==> src/rtl/u8sc_pkg.sv <==
`timescale 1ns / 1ps
// ----------------------------------------------------------------------------
// u8sc_pkg: shared types and constants for the UTF-8 safe chunker
// Word layouts of both channels, the release descriptor and byte codes.
// ----------------------------------------------------------------------------
package u8sc_pkg;

    localparam int BYTE_W   = 8;
    localparam int LIMIT_W  = 12;
    localparam int DLEN_W   = 7;    // holds lengths up to the largest hold depth
    localparam int IDX_W    = 8;    // holds the sum of two lengths
    localparam int DQ_DEPTH = 4;
    localparam int DQ_AW    = 2;

    localparam logic [LIMIT_W-1:0] LIMIT_RESET = 12'd256;
    localparam logic [BYTE_W-1:0]  CONT_MASK   = 8'hC0;
    localparam logic [BYTE_W-1:0]  CONT_MARK   = 8'h80;

    typedef struct packed {
        logic [BYTE_W-1:0] data_byte;
        logic              msg_last;
    } in_word_t;

    typedef struct packed {
        logic [BYTE_W-1:0] out_byte;
        logic              chunk_start;
        logic              message_end;
        logic              split_error;
        logic              run_last;
    } out_word_t;

    // Results of one input word: unit A bytes, then unit B bytes, then an
    // optional error result.
    typedef struct packed {
        logic [DLEN_W-1:0] a_len;
        logic              a_fresh;
        logic [DLEN_W-1:0] b_len;
        logic              b_fresh;
        logic              err;
        logic              msg_end;
    } desc_t;

endpackage

==> src/rtl/u8sc_ram.sv <==
`timescale 1ns / 1ps
// ----------------------------------------------------------------------------
// u8sc_ram: generic simple dual-port RAM
// One write port, one read port, registered read data.
// ----------------------------------------------------------------------------
module u8sc_ram #(
    parameter int WIDTH = 8,
    parameter int DEPTH = 16
) (
    input  logic                     clk,
    input  logic                     we,
    input  logic [$clog2(DEPTH)-1:0] waddr,
    input  logic [WIDTH-1:0]         wdata,
    input  logic                     re,
    input  logic [$clog2(DEPTH)-1:0] raddr,
    output logic [WIDTH-1:0]         rdata
);

    logic [WIDTH-1:0] mem_reg [DEPTH];
    logic [WIDTH-1:0] rdata_reg;

    always_ff @(posedge clk)
    begin
        if (we)
        begin
            mem_reg[waddr] <= wdata;
        end
        if (re)
        begin
            rdata_reg <= mem_reg[raddr];
        end
    end

    assign rdata = rdata_reg;

endmodule

==> src/rtl/u8sc_step.sv <==
`timescale 1ns / 1ps
// ----------------------------------------------------------------------------
// u8sc_step: input register and per-byte segmentation step
// Collects units in the byte queue, decides chunk starts and errors,
// and posts one release descriptor per word that yields results.
// ----------------------------------------------------------------------------
module u8sc_step #(
    parameter int HOLD_DEPTH = 8
) (
    input  logic                              clk,
    input  logic                              rst_n,
    input  logic                              in_valid,
    output logic                              in_stall,
    input  u8sc_pkg::in_word_t                in_word,
    input  logic                              cfg_valid,
    output logic                              cfg_ready,
    input  logic [u8sc_pkg::LIMIT_W-1:0]      cfg_data,
    input  logic [$clog2(HOLD_DEPTH)+1:0]     rd_ptr,
    input  logic                              desc_full,
    output logic                              ram_we,
    output logic [$clog2(HOLD_DEPTH):0]       ram_waddr,
    output logic [u8sc_pkg::BYTE_W-1:0]       ram_wdata,
    output logic                              desc_push,
    output u8sc_pkg::desc_t                   desc
);
    import u8sc_pkg::*;

    localparam int CNT_W      = $clog2(HOLD_DEPTH + 1);
    localparam int AW         = $clog2(HOLD_DEPTH) + 1;
    localparam int PW         = AW + 1;
    localparam int DATA_DEPTH = 1 << AW;
    localparam int SUM_W      = LIMIT_W + 1;

    logic              in_valid_reg, in_valid_next;
    in_word_t          in_word_reg;
    logic [CNT_W-1:0]  held_reg, held_next;
    logic [LIMIT_W-1:0] fill_reg, fill_next;
    logic              inmsg_reg, inmsg_next;
    logic              drop_reg, drop_next;
    logic [PW-1:0]     wr_ptr_reg, wr_ptr_next;
    logic [LIMIT_W-1:0] max_len_reg;

    logic              cont, last, room, step_go, accept;
    logic              err, stop, we;
    logic [CNT_W-1:0]  a_len, b_len, h1, h2;
    logic              a_fresh, b_fresh;
    logic [LIMIT_W-1:0] f1;
    logic [SUM_W-1:0]  max_ext, sum_a, sum_b;

    assign cont    = (in_word_reg.data_byte & CONT_MASK) == CONT_MARK;
    assign last    = in_word_reg.msg_last;
    assign room    = (wr_ptr_reg - rd_ptr) != PW'(DATA_DEPTH);
    assign step_go = in_valid_reg && room && !desc_full;
    assign in_stall = in_valid_reg && !step_go;
    assign accept  = in_valid && !in_stall;
    assign cfg_ready = 1'b1;

    assign max_ext = SUM_W'(max_len_reg);
    assign sum_a   = SUM_W'(fill_reg) + SUM_W'(held_reg);
    assign sum_b   = SUM_W'(f1) + SUM_W'(h2);

    always_comb
    begin
        err     = 1'b0;
        stop    = 1'b0;
        we      = 1'b0;
        a_len   = '0;
        a_fresh = 1'b0;
        b_len   = '0;
        b_fresh = 1'b0;
        h1      = held_reg;
        h2      = held_reg + CNT_W'(1);
        f1      = fill_reg;
        if (drop_reg)
        begin
            err = last;
        end
        else
        begin
            // a lead byte completes the unit held so far
            if (inmsg_reg && !cont && (held_reg != '0))
            begin
                if (SUM_W'(held_reg) > max_ext)
                begin
                    err  = 1'b1;
                    stop = 1'b1;
                end
                else
                begin
                    a_len   = held_reg;
                    a_fresh = (fill_reg == '0) || (sum_a > max_ext);
                    f1      = a_fresh ? LIMIT_W'(held_reg) : sum_a[LIMIT_W-1:0];
                    h1      = '0;
                end
            end
            if (!stop && (h1 >= CNT_W'(HOLD_DEPTH)))
            begin
                err  = 1'b1;
                stop = 1'b1;
            end
            h2 = h1 + CNT_W'(1);
            if (!stop)
            begin
                we = 1'b1;
                if (last)
                begin
                    if (SUM_W'(h2) > max_ext)
                    begin
                        err = 1'b1;
                    end
                    else
                    begin
                        b_len   = h2;
                        b_fresh = (f1 == '0) || (sum_b > max_ext);
                    end
                end
            end
        end
    end

    always_comb
    begin
        held_next   = held_reg;
        fill_next   = fill_reg;
        inmsg_next  = inmsg_reg;
        drop_next   = drop_reg;
        wr_ptr_next = wr_ptr_reg;
        if (step_go)
        begin
            if (err)
            begin
                // held bytes were never released: roll the write side back
                wr_ptr_next = wr_ptr_reg - PW'(h1);
                held_next   = '0;
                fill_next   = '0;
                inmsg_next  = 1'b0;
                drop_next   = !last;
            end
            else if (drop_reg)
            begin
                drop_next = drop_reg;
            end
            else if (last)
            begin
                wr_ptr_next = wr_ptr_reg + PW'(1);
                held_next   = '0;
                fill_next   = '0;
                inmsg_next  = 1'b0;
            end
            else
            begin
                wr_ptr_next = wr_ptr_reg + PW'(1);
                held_next   = h2;
                fill_next   = f1;
                inmsg_next  = 1'b1;
            end
        end
    end

    always_comb
    begin
        in_valid_next = in_valid_reg;
        if (accept)
        begin
            in_valid_next = 1'b1;
        end
        else if (step_go)
        begin
            in_valid_next = 1'b0;
        end
    end

    always_ff @(posedge clk or negedge rst_n)
    begin
        if (!rst_n)
        begin
            in_valid_reg <= 1'b0;
            held_reg     <= '0;
            fill_reg     <= '0;
            inmsg_reg    <= 1'b0;
            drop_reg     <= 1'b0;
            wr_ptr_reg   <= '0;
            max_len_reg  <= LIMIT_RESET;
        end
        else
        begin
            in_valid_reg <= in_valid_next;
            held_reg     <= held_next;
            fill_reg     <= fill_next;
            inmsg_reg    <= inmsg_next;
            drop_reg     <= drop_next;
            wr_ptr_reg   <= wr_ptr_next;
            if (cfg_valid)
            begin
                max_len_reg <= cfg_data;
            end
        end
    end

    always_ff @(posedge clk)
    begin
        if (accept)
        begin
            in_word_reg <= in_word;
        end
    end

    assign ram_we    = step_go && we;
    assign ram_waddr = wr_ptr_reg[AW-1:0];
    assign ram_wdata = in_word_reg.data_byte;

    assign desc_push    = step_go && (err || (a_len != '0) || (b_len != '0));
    assign desc.a_len   = DLEN_W'(a_len);
    assign desc.a_fresh = a_fresh;
    assign desc.b_len   = DLEN_W'(b_len);
    assign desc.b_fresh = b_fresh;
    assign desc.err     = err;
    assign desc.msg_end = last;

endmodule

==> src/rtl/u8sc_emit.sv <==
`timescale 1ns / 1ps
// ----------------------------------------------------------------------------
// u8sc_emit: result sequencer
// Walks release descriptors, reads released bytes from the byte queue and
// drives the output register, one result per cycle while out_stall does not hold it.
// ----------------------------------------------------------------------------
module u8sc_emit #(
    parameter int HOLD_DEPTH = 8
) (
    input  logic                              clk,
    input  logic                              rst_n,
    input  logic                              desc_push,
    input  u8sc_pkg::desc_t                   desc,
    output logic                              desc_full,
    output logic [$clog2(HOLD_DEPTH)+1:0]     rd_ptr,
    output logic                              ram_re,
    output logic [$clog2(HOLD_DEPTH):0]       ram_raddr,
    input  logic [u8sc_pkg::BYTE_W-1:0]       ram_rdata,
    output logic                              out_valid,
    input  logic                              out_stall,
    output u8sc_pkg::out_word_t               out_word
);
    import u8sc_pkg::*;

    localparam int AW = $clog2(HOLD_DEPTH) + 1;
    localparam int PW = AW + 1;

    desc_t             dq_mem_reg [DQ_DEPTH];
    logic [DQ_AW:0]    dq_wr_reg, dq_rd_reg;
    logic [IDX_W-1:0]  idx_reg, idx_next;
    logic [PW-1:0]     rd_ptr_reg;
    logic              s1_valid_reg, s1_valid_next;
    out_word_t         s1_meta_reg, s1_meta;
    logic              out_valid_reg, out_valid_next;
    out_word_t         out_word_reg, out_word_next;

    desc_t             head;
    logic              dq_empty, s1_adv, issue, is_byte, final_res;
    logic [IDX_W-1:0]  total;

    assign head      = dq_mem_reg[dq_rd_reg[DQ_AW-1:0]];
    assign dq_empty  = dq_wr_reg == dq_rd_reg;
    assign desc_full = (dq_wr_reg - dq_rd_reg) == (DQ_AW + 1)'(DQ_DEPTH);

    assign total     = IDX_W'(head.a_len) + IDX_W'(head.b_len);
    assign s1_adv    = s1_valid_reg && (!out_valid_reg || !out_stall);
    assign issue     = !dq_empty && (!s1_valid_reg || s1_adv);
    assign is_byte   = idx_reg < total;
    assign final_res = is_byte ? ((idx_reg == total - IDX_W'(1)) && !head.err) : 1'b1;

    always_comb
    begin
        s1_meta.out_byte    = '0;
        s1_meta.chunk_start = is_byte &&
            (((idx_reg == '0) && head.a_fresh && (head.a_len != '0)) ||
             ((idx_reg == IDX_W'(head.a_len)) && head.b_fresh && (head.b_len != '0)));
        s1_meta.split_error = !is_byte;
        s1_meta.run_last    = final_res;
        s1_meta.message_end = final_res && head.msg_end;
    end

    always_comb
    begin
        idx_next = idx_reg;
        if (issue)
        begin
            idx_next = final_res ? '0 : idx_reg + IDX_W'(1);
        end
    end

    always_comb
    begin
        s1_valid_next = s1_valid_reg;
        if (issue)
        begin
            s1_valid_next = 1'b1;
        end
        else if (s1_adv)
        begin
            s1_valid_next = 1'b0;
        end
    end

    always_comb
    begin
        out_valid_next = out_valid_reg;
        if (s1_adv)
        begin
            out_valid_next = 1'b1;
        end
        else if (!out_stall)
        begin
            out_valid_next = 1'b0;
        end
    end

    // error words carry a zero byte
    always_comb
    begin
        out_word_next          = s1_meta_reg;
        out_word_next.out_byte = s1_meta_reg.split_error ? '0 : ram_rdata;
    end

    assign ram_re    = issue && is_byte;
    assign ram_raddr = rd_ptr_reg[AW-1:0];

    always_ff @(posedge clk or negedge rst_n)
    begin
        if (!rst_n)
        begin
            dq_wr_reg     <= '0;
            dq_rd_reg     <= '0;
            idx_reg       <= '0;
            rd_ptr_reg    <= '0;
            s1_valid_reg  <= 1'b0;
            out_valid_reg <= 1'b0;
        end
        else
        begin
            if (desc_push)
            begin
                dq_wr_reg <= dq_wr_reg + (DQ_AW + 1)'(1);
            end
            if (issue && final_res)
            begin
                dq_rd_reg <= dq_rd_reg + (DQ_AW + 1)'(1);
            end
            if (ram_re)
            begin
                rd_ptr_reg <= rd_ptr_reg + PW'(1);
            end
            idx_reg       <= idx_next;
            s1_valid_reg  <= s1_valid_next;
            out_valid_reg <= out_valid_next;
        end
    end

    always_ff @(posedge clk)
    begin
        if (desc_push)
        begin
            dq_mem_reg[dq_wr_reg[DQ_AW-1:0]] <= desc;
        end
        if (issue)
        begin
            s1_meta_reg <= s1_meta;
        end
        if (s1_adv)
        begin
            out_word_reg <= out_word_next;
        end
    end

    assign rd_ptr    = rd_ptr_reg;
    assign out_valid = out_valid_reg;
    assign out_word  = out_word_reg;

endmodule

==> src/rtl/utf8_safe_chunker_unit.sv <==
`timescale 1ns / 1ps
// ----------------------------------------------------------------------------
// utf8_safe_chunker_unit: UTF-8 aware message chunker
// Cuts messages into chunks of at most max_chunk_len bytes, never splitting
// a character; oversize characters end the message with an error word.
// ----------------------------------------------------------------------------
//
//  channel  dir  handshake            word
//  -------  ---  -------------------  ---------------------------------------
//  in       in   in_valid / in_stall  data_byte, msg_last
//  out      out  out_valid/out_stall  out_byte, chunk_start, message_end,
//                                     split_error, run_last
//  cfg      in   cfg_valid/cfg_ready  cfg_data = max_chunk_len (always ready)
//
//  - One input word is processed per cycle while in_stall is low; a word
//    yields 0 to HOLD_DEPTH+1 result words.
//  - The first result of a word passes the input register, the descriptor
//    queue, the byte queue read and the output register.
//  - in_stall rises when the byte queue (2**(clog2(HOLD_DEPTH)+1) bytes) or
//    the 4-entry descriptor queue is full; each drains as results are issued.
//  - Reset (rst_n, async low) empties both queues, clears the message state
//    and loads max_chunk_len = 256. No clearing pass is needed.
//  - A stalled output holds its word; the pipeline behind it holds too.
//
// Data path: bytes of the unit being collected are appended to a byte queue.
// When a unit completes, the step stage decides whether it opens a new chunk
// or overflows the limit and posts a descriptor; the sequencer then replays
// released bytes from the queue in order, tagging chunk starts, message end,
// errors and the last result of each input word. Bytes of a unit that fails
// are rolled back off the write side of the queue and never read.
// ----------------------------------------------------------------------------
module utf8_safe_chunker_unit #(
    parameter int HOLD_DEPTH = 8
) (
    input  logic                          clk,
    input  logic                          rst_n,
    input  logic                          in_valid,
    output logic                          in_stall,
    input  u8sc_pkg::in_word_t            in_word,
    output logic                          out_valid,
    input  logic                          out_stall,
    output u8sc_pkg::out_word_t           out_word,
    input  logic                          cfg_valid,
    output logic                          cfg_ready,
    input  logic [u8sc_pkg::LIMIT_W-1:0]  cfg_data
);
    import u8sc_pkg::*;

    localparam int AW         = $clog2(HOLD_DEPTH) + 1;
    localparam int PW         = AW + 1;
    localparam int DATA_DEPTH = 1 << AW;

    // byte queue ports
    logic              ram_we, ram_re;
    logic [AW-1:0]     ram_waddr, ram_raddr;
    logic [BYTE_W-1:0] ram_wdata, ram_rdata;

    // step -> sequencer
    logic              desc_push;
    desc_t             desc;

    // sequencer -> step
    logic              desc_full;
    logic [PW-1:0]     rd_ptr;

    u8sc_step #(
        .HOLD_DEPTH (HOLD_DEPTH)
    ) u_step (
        .clk       (clk),
        .rst_n     (rst_n),
        .in_valid  (in_valid),
        .in_stall  (in_stall),
        .in_word   (in_word),
        .cfg_valid (cfg_valid),
        .cfg_ready (cfg_ready),
        .cfg_data  (cfg_data),
        .rd_ptr    (rd_ptr),
        .desc_full (desc_full),
        .ram_we    (ram_we),
        .ram_waddr (ram_waddr),
        .ram_wdata (ram_wdata),
        .desc_push (desc_push),
        .desc      (desc)
    );

    u8sc_ram #(
        .WIDTH (BYTE_W),
        .DEPTH (DATA_DEPTH)
    ) u_byte_q (
        .clk   (clk),
        .we    (ram_we),
        .waddr (ram_waddr),
        .wdata (ram_wdata),
        .re    (ram_re),
        .raddr (ram_raddr),
        .rdata (ram_rdata)
    );

    u8sc_emit #(
        .HOLD_DEPTH (HOLD_DEPTH)
    ) u_emit (
        .clk       (clk),
        .rst_n     (rst_n),
        .desc_push (desc_push),
        .desc      (desc),
        .desc_full (desc_full),
        .rd_ptr    (rd_ptr),
        .ram_re    (ram_re),
        .ram_raddr (ram_raddr),
        .ram_rdata (ram_rdata),
        .out_valid (out_valid),
        .out_stall (out_stall),
        .out_word  (out_word)
    );

endmodule
==> config.mk <==
export PLATFORM = sky130hd
export DESIGN_NAME = utf8_safe_chunker_unit
export DESIGN_NICKNAME = d
export VERILOG_FILES = /design/src/rtl/u8sc_pkg.sv /design/src/rtl/u8sc_ram.sv /design/src/rtl/u8sc_step.sv /design/src/rtl/u8sc_emit.sv /design/src/rtl/utf8_safe_chunker_unit.sv
export SDC_FILE = /design/constraint.sdc
export NUM_CORES = 1
export LEC_CHECK = 0
export BUFFER_PORTS_ARGS = -buffer_cell sky130_fd_sc_hd__buf_2
export CORE_MARGIN = 10
export CORE_UTILIZATION = 60
export CTS_CLUSTER_DIAMETER = 100
export DETAILED_ROUTE_END_ITERATION = 8
export PLACE_DENSITY = 0.88
export SYNTH_ARGS = -nofsm -noshare
export SYNTH_HDL_FRONTEND = slang
export SYNTH_SLANG_ARGS = --single-unit
==> constraint.sdc <==
create_clock -name clk -period 9.4 [get_ports clk]
set_input_delay 1.88 -clock clk [delete_from_list [all_inputs] [get_ports clk]]
set_output_delay 1.88 -clock clk [all_outputs]
set_load 0.02 [all_outputs]
Word level (Yosys, flattened, before mapping):

Memory sizes are Yosys's and may differ from the RTL's. A register that Yosys moved wholly into a read port is not among the register bits.
Index checks and enable logic that the tools add are counted.

* register bits after elaboration: 82
* memory bits (writable): 176
* bits of input ports: 26
* output and inout bits: 15
* logic and storage cells: 164
* memories: 2

* $add $sub $neg: 14
* $lt $le $gt $ge: 6
* equal/unequal tests: 8
* mux-type cells: 59
* reductions and logical operators: 51

Memories
* u_byte_q.mem_reg: depth 16, bits a word 8, rd ports 1, clocked after memory_dff 1, write ports 1, line u8sc_ram.sv:19 `logic [WIDTH-1:0] mem_reg [DEPTH];`
* u_emit.dq_mem_reg: depth 4, bits a word 12, rd ports 1, clocked after memory_dff 0, write ports 1, line u8sc_emit.sv:28 `desc_t dq_mem_reg [DQ_DEPTH];`

Operators with widths (number)
* 12-bit two-way mux: 8
* 4-bit two-way mux: 15
* 1-bit two-way mux: 33
* 12-bit by 4-bit adder with 13-bit output: 2
* 13-bit by 12-bit greater-than comparator with 1-bit output: 2
* 4-bit by 12-bit greater-than comparator with 1-bit output: 2
* 12-bit zero test: 2
* 1-bit logical AND: 20
* 7-bit nonzero test: 2
* 1-bit zero test: 12
* 4-bit nonzero test: 3
* 5-bit by 1-bit adder with 5-bit output (second input constant): 2
* 5-bit two-way mux: 2
* 4-bit by 1-bit adder with 4-bit output (second input constant): 2
* 7-bit by 7-bit adder with 8-bit output: 1
* 8-bit by 1-bit adder with 8-bit output (second input constant): 1
* 8-bit by 7-bit == test with 1-bit output: 1
* 8-bit == test: 1
* 8-bit zero test: 1
* 8-bit less-than comparator: 1
* 8-bit two-way mux: 1
* 8-bit by 1-bit subtractor with 8-bit output (second input constant): 1
* 1-bit logical OR: 7
* 3-bit by 1-bit adder with 3-bit output (second input constant): 2
* other kinds (12): 14

Logic depth before layout (Yosys ltp):

Gate-level depths: netlist of run 1.

* word-level depth: 18
* depth in mapped cells: 30
* mapped depth without buffers: 30

By module:

A second synthesis of run 1 with hierarchy kept.

* cells, all modules: 1057
* area total of the unflattened synthesis: 14721.6 sq um

By module, submodules not included
* u8sc_emit: times used 1, cells an instance 374, area each 5415.2 sq um, seq. area each 3168.0 sq um
* u8sc_ram: times used 1, cells an instance 229, area each 5227.5 sq um, seq. area each 4083.9 sq um
* u8sc_step: times used 1, cells an instance 454, area each 4078.9 sq um, seq. area each 1172.4 sq um

Least setup slack after synthesis of run 1:

OpenSTA, ideal clock, no wires.

* kind: register -> register
* from: reg u_step.held_reg[0]
* to: mem u_emit.dq_mem_reg[0][2] (netlist name) (data pin)
* library setup time: 285 ps
* data arrival time: 6112 ps
* required time: 9115 ps
* path slack: 3003 ps
* stages on the path, launching flop included: 29
* path buffers: 1
* period minus slack after synthesis: 6397 ps
* cell sequence: dfrtp_1 > ha_1 > fa_1 > a21o_1 > a21oi_1 > clkbuf_1 > nor3_1 > xor2_1 > ha_1 > a21o_1 > a2111oi_0 > a22oi_1 > nor2_2 > mux2i_1 > o21ai_0 > ha_1 > fa_1 > a21o_1 > a21oi_1 > nor3_1 > nand2_1 > xnor2_1 > ha_1 > and4_1 > a211oi_1 > a31oi_1 > o21a_1 > o21ai_0 > a31oi_1

RTL lines
* start, declared: line u8sc_step.sv:36 `logic [CNT_W-1:0] held_reg, held_next;`
* start signal, assigned: line u8sc_step.sv:188 `held_reg <= held_next;`
* end, declared: line u8sc_emit.sv:28

==> impl_metrics.ini, run 1 <==
[drt]
drc_errors = 0
wl_per_cell_um = 20.7
drt_wl_total_um = 25600
drt_iter0_drc = 704
via_count = 7660
drtAntennaViolNets = 0
drt_pass1_iterations = 5
viasPerCell = 6.19

[clock_network]
hold_buffers = 0
clkLatencyLatePin_ns = 0.54
cts_resized = 0
cts_setup_buffers = 0
root_buffer = clkbuf_16
clkTransAtPathRegs_ns = 0.06
cts_tree = done
clockBufferDepth = 3
cts_max_level = 1
cts_made_buffers = 26
cts_sinks = 266

[setup_path]
cpMaxStageDelayCell = a21oi_1
slowest_delay_ns = 0.67
crit_required_ns = 9.71
critPathMaxFanout = 15
crit_cells = 28
rr_endpoint = u_emit.dq_mem_reg[1][2]
crit_path_start = u_step.held_reg[0]
cp_common_cell = ha_1
endpoint = u_emit.dq_mem_reg[1][2]
worst-path-buf-inv = 0
cp-start-kind = register
cp-end-kind = register
worst_r2r_path_depth = 28
cp.arrival_ns = 8.39
critical_path_class = reg -> reg
regToRegStartpoint = u_step.held_reg[0]
cpLargestDelayFamily = compound AO/OA/AOI/OAI gates
rrSetupSlack_ns = 1.32

[synthesis]
async_reset_ff_share_pct = 21.4
synth_area_leaders = edfxtp_1, dfrtp_1, mux4_2
synth_cell_types = 64
synth_xor_area_share_pct = 3.42
synth_compound_area_share_pct = 7.56
synth_seq_cells = 266
yosysSeqAreaShare_pct = 60.4
synthAdderAreaFrac_pct = 7.59
synth_top_family_by_area = multiplexers
synth_top_flop_cell = edfxtp_1
synth_mux_area_share_pct = 9.76
synth_area_mm2 = 0.0128
synth_edf_count = 209
netlist_instances = 898
syn_avg_cell_area_um2 = 14.2
yosys.area.top_type_share_pct = 49.2
synth_simple_gate_area_share_pct = 8.88
synth.net_count = 999
synth_area_leader_cell = edfxtp_1
yosys_warnings = 0

[timing]
tns_ns = 0
period_needed_ns = 8.08
slew-limit-headroom_pct = 17.8
drv_slew = 0
worst_slack_ns = 1.32
rsz0062_at_grt = false
fin_worst_skew_ns = 0.0167
whs_ns = 0.418
max_freq_mhz = 124
fin_crit_sh_pct = 86.0
hold_viol = 0
worst_pin_slew_ns = 1.23
setup_viol = 0

[final_layout]
final_cell_mix = edfxtp_1, ha_1, nand2_1
nNetsFinal = 1044
largest_reg_flops = 128
final_common_cell = edfxtp_1
fin_area_mm2 = 0.0140
diodes = 0
post-route-util_pct = 66.9
drive_above_1_share_pct = 15.5
final_cell_count_no_fill = 1237
area_growth_pct = 9.83

[place]
place_ws_ns = 1.58
place.gp.congestion = 0.891
dp_cells = 1190
io_buffers = 39
placed_area_mm2 = 0.0132
hpwl_um = 17500

[run_status]
status = finished clean

[floorplan]
core-area_mm2 = 0.0210
die_area_mm2 = 0.0275
fp-row-count = 53
initial_core_util_pct = 60.9
die_w_um = 166
num_io_pins = 41
fp.dieH_um = 166

[power_and_ir_drop]
leakagePower_nw = 5.40
ir_drop_v = 0.000182
total_power_mw = 4.95
powerDensity_mw_per_mm2 = 353

[global_route]
grt_max_degree = 58
gr-total-overflow = 0
grt_pass1_vias = 7654
grt_usage_pct = 18.0
grt_pass1_wl_um = 41000
antenna_found_initial = 0

[worst_hold_path]
hp-class = reg -> reg
hold_depth = 0

[run]
drv_cap = 0
[cells in the mapped netlist, drive strengths merged (3+ instances only)]
cell type	number
edfxtp	209
ha	71
nand2	63
dfrtp	56
mux4	52
inv	48
nor2	44
o21ai	41
a21oi	34
xor2	25
nand3	24
xnor2	24
nor3	19
clkbuf	16
nor2b	15
a21o	14
a22o	14
buf	12
nor4	12
and2	10
nand4	9
nand2b	8
o21a	8
or3	6
a211oi	4
a31oi	4
and3	4
fa	4
mux2i	4
nor3b	4
o22ai	4
o41ai	4
mux2	3
or4	3
[cells by family after synthesis]
group                    after synthesis
other                                  1
XOR/XNOR                              49
AND/OR/NAND/NOR                      228
multiplexers                          59
adder cells (fa/ha/maj)               75
AO/OA/AOI/OAI                        144
buffers and inverters                 76
flip-flops                           266
[worst register-to-register path, delay by kind of cell (launching register included)]
kind	cells	cell delay, ns
AO/OA/AOI/OAI	13	3.28
XOR/XNOR	2	0.37
adder cells (fa/ha/maj)	6	1.95
flip-flops	1	0.49
multiplexers	1	0.34
AND/OR/NAND/NOR	6	1.41
[cell type report]
| cell class | instances | area, µm² |
|---|---|---|
| flip-flops and latches | 266 | 7700 |
| fillers | 1458 | 6940 |
| multi-input cells | 556 | 4750 |
| clock buffers | 31 | 669 |
| well taps | 275 | 344 |
| repair buffers | 45 | 240 |
| inverters | 48 | 180 |
| clock inverters | 16 | 121 |
[per-layer routing]
metal | up-vias | global-route usage (%) | share of wire (%)
li1 | 3506 | - | -
met1 | 3793 | 24.3 | 41
met2 | 322 | 29.8 | 49
met3 | 39 | 2.93 | 7.3
met4 | 0 | 4.93 | 1.8
met5 | - | 0 | 0
[how the worst min path moves through the flow]
stage | startpoint | end | slack [ns]
4_1_cts | u_emit.out_word_next[2] | u_emit.out_word[2] | 0.42
3_5_place_dp | u_emit.out_word_next[2] | u_emit.out_word[2] | 0.40
5_1_grt | u_emit.out_word_next[2] | u_emit.out_word[2] | 0.44
2_1_floorplan | u_emit.out_word_next[0] | u_emit.out_word[0] | 0.40
3_3_place_gp | u_emit.out_word_next[0] | u_emit.out_word[0] | 0.40
6_report | u_emit.out_word_next[2] | u_emit.out_word[2] | 0.42
[power by group]
part,internal [mW],switching (mW)
clock,0.538,0.433
combinational,0.849,1.23
sequential,1.68,0.222
total,3.07,1.88
Note: power is estimated with default switching activity, not from simulation.
==> inputs of run 2 (changes only) <==
--- a/config.mk
+++ b/config.mk
@@ -6,11 +6,13 @@
 export NUM_CORES = 1
 export LEC_CHECK = 0
 export BUFFER_PORTS_ARGS = -buffer_cell sky130_fd_sc_hd__buf_2
+export CELL_PAD_IN_SITES_DETAIL_PLACEMENT = 0
+export CELL_PAD_IN_SITES_GLOBAL_PLACEMENT = 1
 export CORE_MARGIN = 10
-export CORE_UTILIZATION = 60
+export CORE_UTILIZATION = 57
 export CTS_CLUSTER_DIAMETER = 100
 export DETAILED_ROUTE_END_ITERATION = 8
-export PLACE_DENSITY = 0.88
+export PLACE_DENSITY = 0.95
 export SYNTH_ARGS = -nofsm -noshare
 export SYNTH_HDL_FRONTEND = slang
 export SYNTH_SLANG_ARGS = --single-unit
==> impl_metrics.ini, run 2 (synthesis results as in run 1) <==
[power_and_ir_drop]
p_seq_share_pct = 37.6
p_sw_share_pct = 37.5
power.internal_mw = 3.17
ir_drop_v = 0.000182
clkPwrFrac_pct = 21.6
powerDensity_mw_per_mm2 = 358
combPwrFrac_pct = 40.7
leakagePower_nw = 5.47
p_sw_mw = 1.90

[timing]
worst_pin_slew_ns = 1.38
worst_slack_ns = 1.49
drv_slew = 0
tns_ns = 0
max_freq_mhz = 126
slew-limit-headroom_pct = 7.07
period_needed_ns = 7.91
rsz0062_at_grt = false
fin_worst_skew_ns = 0.0231
hold_viol = 0
fin_crit_sh_pct = 84.2
setup_viol = 0

[drt]
wl_per_cell_um = 21.3
drtAntennaViolNets = 0
viasPerCell = 6.06
drt_pass1_iterations = 5
drc_errors = 0
drt_iter0_drc = 620
via_count = 7563
drt_wl_total_um = 26600

[final_layout]
final_cell_mix = edfxtp_1, ha_1, nand2_1
post-route-util_pct = 64.7
diodes = 0
multi_input_area_mm2 = 0.00475
largest_reg_flops = 128
nNetsFinal = 1046
area_growth_pct = 11.0
nFillCells = 1538
ff_latch_area_mm2 = 0.00770
final_common_cell = edfxtp_1
drive_above_1_share_pct = 16.0

[place]
io_buffers = 39
place.gp.congestion = 0.884
hpwl_um = 18300
place_ws_ns = 1.55

[global_route]
antenna_found_initial = 0
grt_pass1_vias = 7610
grt_usage_pct = 18.4
grt_pass1_wl_um = 42400
grt_max_degree = 58
gr-total-overflow = 0

[floorplan]
core-area_mm2 = 0.0219
num_io_pins = 41
die_area_mm2 = 0.0288
fp.dieH_um = 170
fp-row-count = 54
initial_core_util_pct = 58.3
die_w_um = 170

[setup_path]
worst_r2r_path_depth = 29
cpMaxStageDelayCell = a21oi_1
regToRegStartpoint = u_step.held_reg[0]
critical_path_class = reg -> reg
cp_common_cell = ha_1
crit_required_ns = 9.67
cp-end-kind = register
rr_endpoint = u_emit.dq_mem_reg[0][2]
cp-start-kind = register
slowest_delay_ns = 0.68
critPathMaxFanout = 15
rrSetupSlack_ns = 1.49
cp.arrival_ns = 8.19

[worst_hold_path]
hold_start = u_emit.out_word_next[0]
hp-class = reg -> reg
hold_depth = 0
hold_path_end = u_emit.out_word[0]

[clock_network]
cts_sinks = 266
root_buffer = clkbuf_16
cts_max_level = 1
clkTransAtPathRegs_ns = 0.06
cts_tree = done
hold_buffers = 0
cts_made_buffers = 28
clkLatencyLatePin_ns = 0.56
cts_resized = 0
cts_setup_buffers = 0
clockBufferDepth = 3

[run]
drv_cap = 0

[run_status]
status = finished clean
## run 2: per-stage QoR
step	hold slack (ns)	cells	cell area (µm²)	power, mW
finish	0.434	1247	14200	5.07
floorplan	0.400	898	12800	3.41
global placement	0.402	1195	13200	3.86
detailed placement	0.420	1195	13200	3.97
CTS	0.434	1247	14200	5.10
global route	0.450	1247	14200	5.39
## run 2: area by class of cell
class,instances,share of cell area [%]
Clock buffer,40,5.55
Clock inverter,12,1.03
Inverter,48,1.27
Multi-Input combinational cell,556,33.6
Sequential cell,266,54.4
Tap cell,280,2.47
Timing Repair Buffer,45,1.70
## run 2: power groups by stage
stage | clock network, mW | registers, mW | logic (mW)
finish | 1.10 | 1.91 | 2.07
detailed placement | 0 | 1.93 | 2.04
global route | 1.16 | 1.94 | 2.29
floorplan | 0 | 1.85 | 1.56
global placement | 0 | 1.89 | 1.96
CTS | 1.11 | 1.91 | 2.08
## run 2: how the worst max path moves through the flow
stage,end,slack [ns],from
6_report,u_emit.dq_mem_reg[0][2],1.49,u_step.held_reg[0]
5_1_grt,u_emit.dq_mem_reg[3][2],0.80,u_step.held_reg[0]
4_1_cts,u_emit.dq_mem_reg[3][2],1.52,u_step.held_reg[0]
3_5_place_dp,u_emit.dq_mem_reg[2][2],1.55,u_step.held_reg[0]
3_3_place_gp,u_emit.dq_mem_reg[0][2],1.90,u_step.held_reg[0]
2_1_floorplan,u_emit.dq_mem_reg[0][2],3.00,u_step.held_reg[0]
## run 2: critical path: cells and delay by family (launching register included)
kind	cells	cell delay, ns
DFF	1	0.48
muxes	1	0.24
adders and majority gates	6	1.96
xor gates and xnor gates	2	0.35
AOI/OAI and AO/OA	12	2.99
and+or+nand+nor	8	1.58
## run 2: per-layer routing
| metal | track usage (%) | up-vias | routed length [µm] |
|---|---|---|---|
| met5 | 0 | - | 0 |
| met4 | 5.44 | 0 | 548 |
| met2 | 30.5 | 259 | 13200 |
| met1 | 24.5 | 3746 | 11200 |
| li1 | - | 3516 | - |
| met3 | 3.10 | 42 | 1600 |
==> inputs of run 3 (changes only) <==
--- a/config.mk
+++ b/config.mk
@@ -5,14 +5,15 @@
 export SDC_FILE = /design/constraint.sdc
 export NUM_CORES = 1
 export LEC_CHECK = 0
+export ABC_AREA = 1
 export BUFFER_PORTS_ARGS = -buffer_cell sky130_fd_sc_hd__buf_2
 export CELL_PAD_IN_SITES_DETAIL_PLACEMENT = 0
 export CELL_PAD_IN_SITES_GLOBAL_PLACEMENT = 1
 export CORE_MARGIN = 10
-export CORE_UTILIZATION = 57
+export CORE_UTILIZATION = 50
 export CTS_CLUSTER_DIAMETER = 100
 export DETAILED_ROUTE_END_ITERATION = 8
-export PLACE_DENSITY = 0.95
+export PLACE_DENSITY = 0.91
 export SYNTH_ARGS = -nofsm -noshare
 export SYNTH_HDL_FRONTEND = slang
 export SYNTH_SLANG_ARGS = --single-unit
==> constraint.sdc (replaced) <==
create_clock -name clk -period 7.3 [get_ports clk]
set_input_delay 1.46 -clock clk [delete_from_list [all_inputs] [get_ports clk]]
set_output_delay 1.46 -clock clk [all_outputs]
set_load 0.02 [all_outputs]
==> impl_metrics.ini, run 3 <==
[timing]
setup_viol = 0
worst_pin_slew_ns = 1.14
worst_slack_ns = 1.21
period_needed_ns = 6.09
hold_viol = 0
fin_crit_sh_pct = 83.4
drv_slew = 0
tns_ns = 0
max_freq_mhz = 164
slew-limit-headroom_pct = 23.4
fin_worst_skew_ns = 0.0130
rsz0062_at_grt = false

[synthesis]
yosys.area.top_type_share_pct = 47.1
async_reset_ff_share_pct = 21.4
synth_edf_count = 209
yosys_warnings = 0
synth_area_leaders = edfxtp_1, dfrtp_1, ha_1
synth_top_flop_cell = edfxtp_1
synth.most_common_cell = edfxtp_1
synth_area_mm2 = 0.0133
synth.net_count = 1385
syn_avg_cell_area_um2 = 10.4
synth_cell_types = 60
synth_common_cells = edfxtp_1, nand2_1, nor2_1, inv_1, o21ai_0
synth_seq_cells = 266
yosysSeqAreaShare_pct = 57.9
synth_area_leader_cell = edfxtp_1
netlist_instances = 1284

[clock_network]
cts_tree = done
root_buffer = clkbuf_16
hold_buffers = 0
clkTransAtPathRegs_ns = 0.06
clockBufferDepth = 3
cts_made_buffers = 27
cts_sinks = 266
cts_setup_buffers = 0
cts_max_level = 1
clkLatencyLatePin_ns = 0.55
cts_resized = 0

[final_layout]
final_cell_mix = edfxtp_1, nand2_1, nor2_1
post-route-util_pct = 56.4
area_growth_pct = 10.7
final_cell_count_no_fill = 1680
final_common_cell = edfxtp_1
drive_above_1_share_pct = 11.2
diodes = 0
nNetsFinal = 1425
largest_reg_flops = 128

[place]
io_buffers = 39
dp_cells = 1630
place_ws_ns = 1.27
place.gp.congestion = 0.880
hpwl_um = 20100

[run]
drv_cap = 0

[setup_path]
cpLargestDelayFamily = simple AND/OR/NAND/NOR gates
slowest_delay_ns = 0.42
cp-end-kind = register
crit_path_start = u_step.held_reg[0]
cp-start-kind = register
critPathMaxFanout = 11
regToRegStartpoint = u_step.held_reg[0]
worst_r2r_path_depth = 40
rrSetupSlack_ns = 1.21
rr_endpoint = u_emit.dq_mem_reg[1][2]
cpMaxStageDelayCell = dfrtp_1
critical_path_class = reg -> reg
crit_required_ns = 7.59
cp_common_cell = nand2_1
worst-path-buf-inv = 4
cp.arrival_ns = 6.38

[drt]
via_count = 9209
viasPerCell = 5.48
drc_errors = 0
drt_iter0_drc = 665
wl_per_cell_um = 17.3
drtAntennaViolNets = 0
drt_wl_total_um = 29000
drt_pass1_iterations = 5

[power_and_ir_drop]
power.internal_mw = 3.93
p_sw_share_pct = 41.6
combPwrFrac_pct = 43.7
leakagePower_nw = 6.13
p_sw_mw = 2.80
total_power_mw = 6.73
powerDensity_mw_per_mm2 = 456
clkPwrFrac_pct = 20.5
ir_drop_v = 0.000242
p_seq_share_pct = 35.8

[global_route]
grt_pass1_vias = 9045
grt_max_degree = 70
antenna_found_initial = 0
gr-total-overflow = 0
grt_usage_pct = 17.2
grt_pass1_wl_um = 47200

[worst_hold_path]
hold_path_end = u_emit.out_word[2]
hold_depth = 0
hp-class = reg -> reg
hold_start = u_emit.out_word_next[2]

[run_status]
status = finished clean

[floorplan]
num_io_pins = 41
fp.dieH_um = 183
die_w_um = 183
die_area_mm2 = 0.0336
fp-row-count = 59
initial_core_util_pct = 50.9
core-area_mm2 = 0.0261
run 3: worst max path at each step:
stage	end	slack (ns)	cells past startpoint
2_1_floorplan	u_emit.dq_mem_reg[0][2]	1.98	40
3_3_place_gp	u_emit.dq_mem_reg[1][2]	1.45	41
3_5_place_dp	u_emit.dq_mem_reg[1][2]	1.27	40
4_1_cts	u_emit.dq_mem_reg[2][2]	1.24	40
5_1_grt	u_emit.dq_mem_reg[3][2]	0.60	40
6_report	u_emit.dq_mem_reg[1][2]	1.21	40
run 3: stage by stage:
stage / area, µm² / hold WS, ns
6_report: 14700 / 0.425
5_1_grt: 14700 / 0.438
4_1_cts: 14700 / 0.426
3_5_place_dp: 13800 / 0.412
3_3_place_gp: 13800 / 0.408
2_1_floorplan: 13300 / 0.400
run 3: power by group through the flow:
stage	sequential, mW	combinational, mW	clock [mW]
after global routing	2.45	3.35	1.47
after floorplan	2.38	2.19	0
after detailed placement	2.44	2.94	0
after CTS	2.41	2.95	1.40
after global placement	2.42	2.85	0
final	2.41	2.94	1.38
run 3: cell families after synthesis:
| group | after synthesis | share of synthesized area [%] |
|---|---|---|
| and+or+nand+nor | 488 | 16.3 |
| DFF | 266 | 57.9 |
| AOI/OAI and AO/OA | 232 | 10.3 |
| buffers and inverters | 180 | 5.36 |
| adders and majority gates | 75 | 7.27 |
| xor gates and xnor gates | 40 | 2.69 |
| muxes | 2 | 0.160 |
| other | 1 | 0.0282 |
run 3: per-layer routing:
metal / GRT usage, % / vias up / share of wire (%)
li1: - / 4533 / -
met4: 5.11 / 0 / 1.9
met5: 0 / - / 0
met3: 2.67 / 46 / 6.2
met2: 28.5 / 233 / 48
met1: 22.9 / 4397 / 44
run 3: layout make-up:
type | instances | area, µm²
Timing Repair Buffer | 53 | 300
Fill cell | 2233 | 11400
Inverter | 138 | 520
Clock buffer | 37 | 733
Sequential cell | 266 | 7700
Tap cell | 335 | 419
Clock inverter | 13 | 163
Multi-Input combinational cell | 838 | 4900
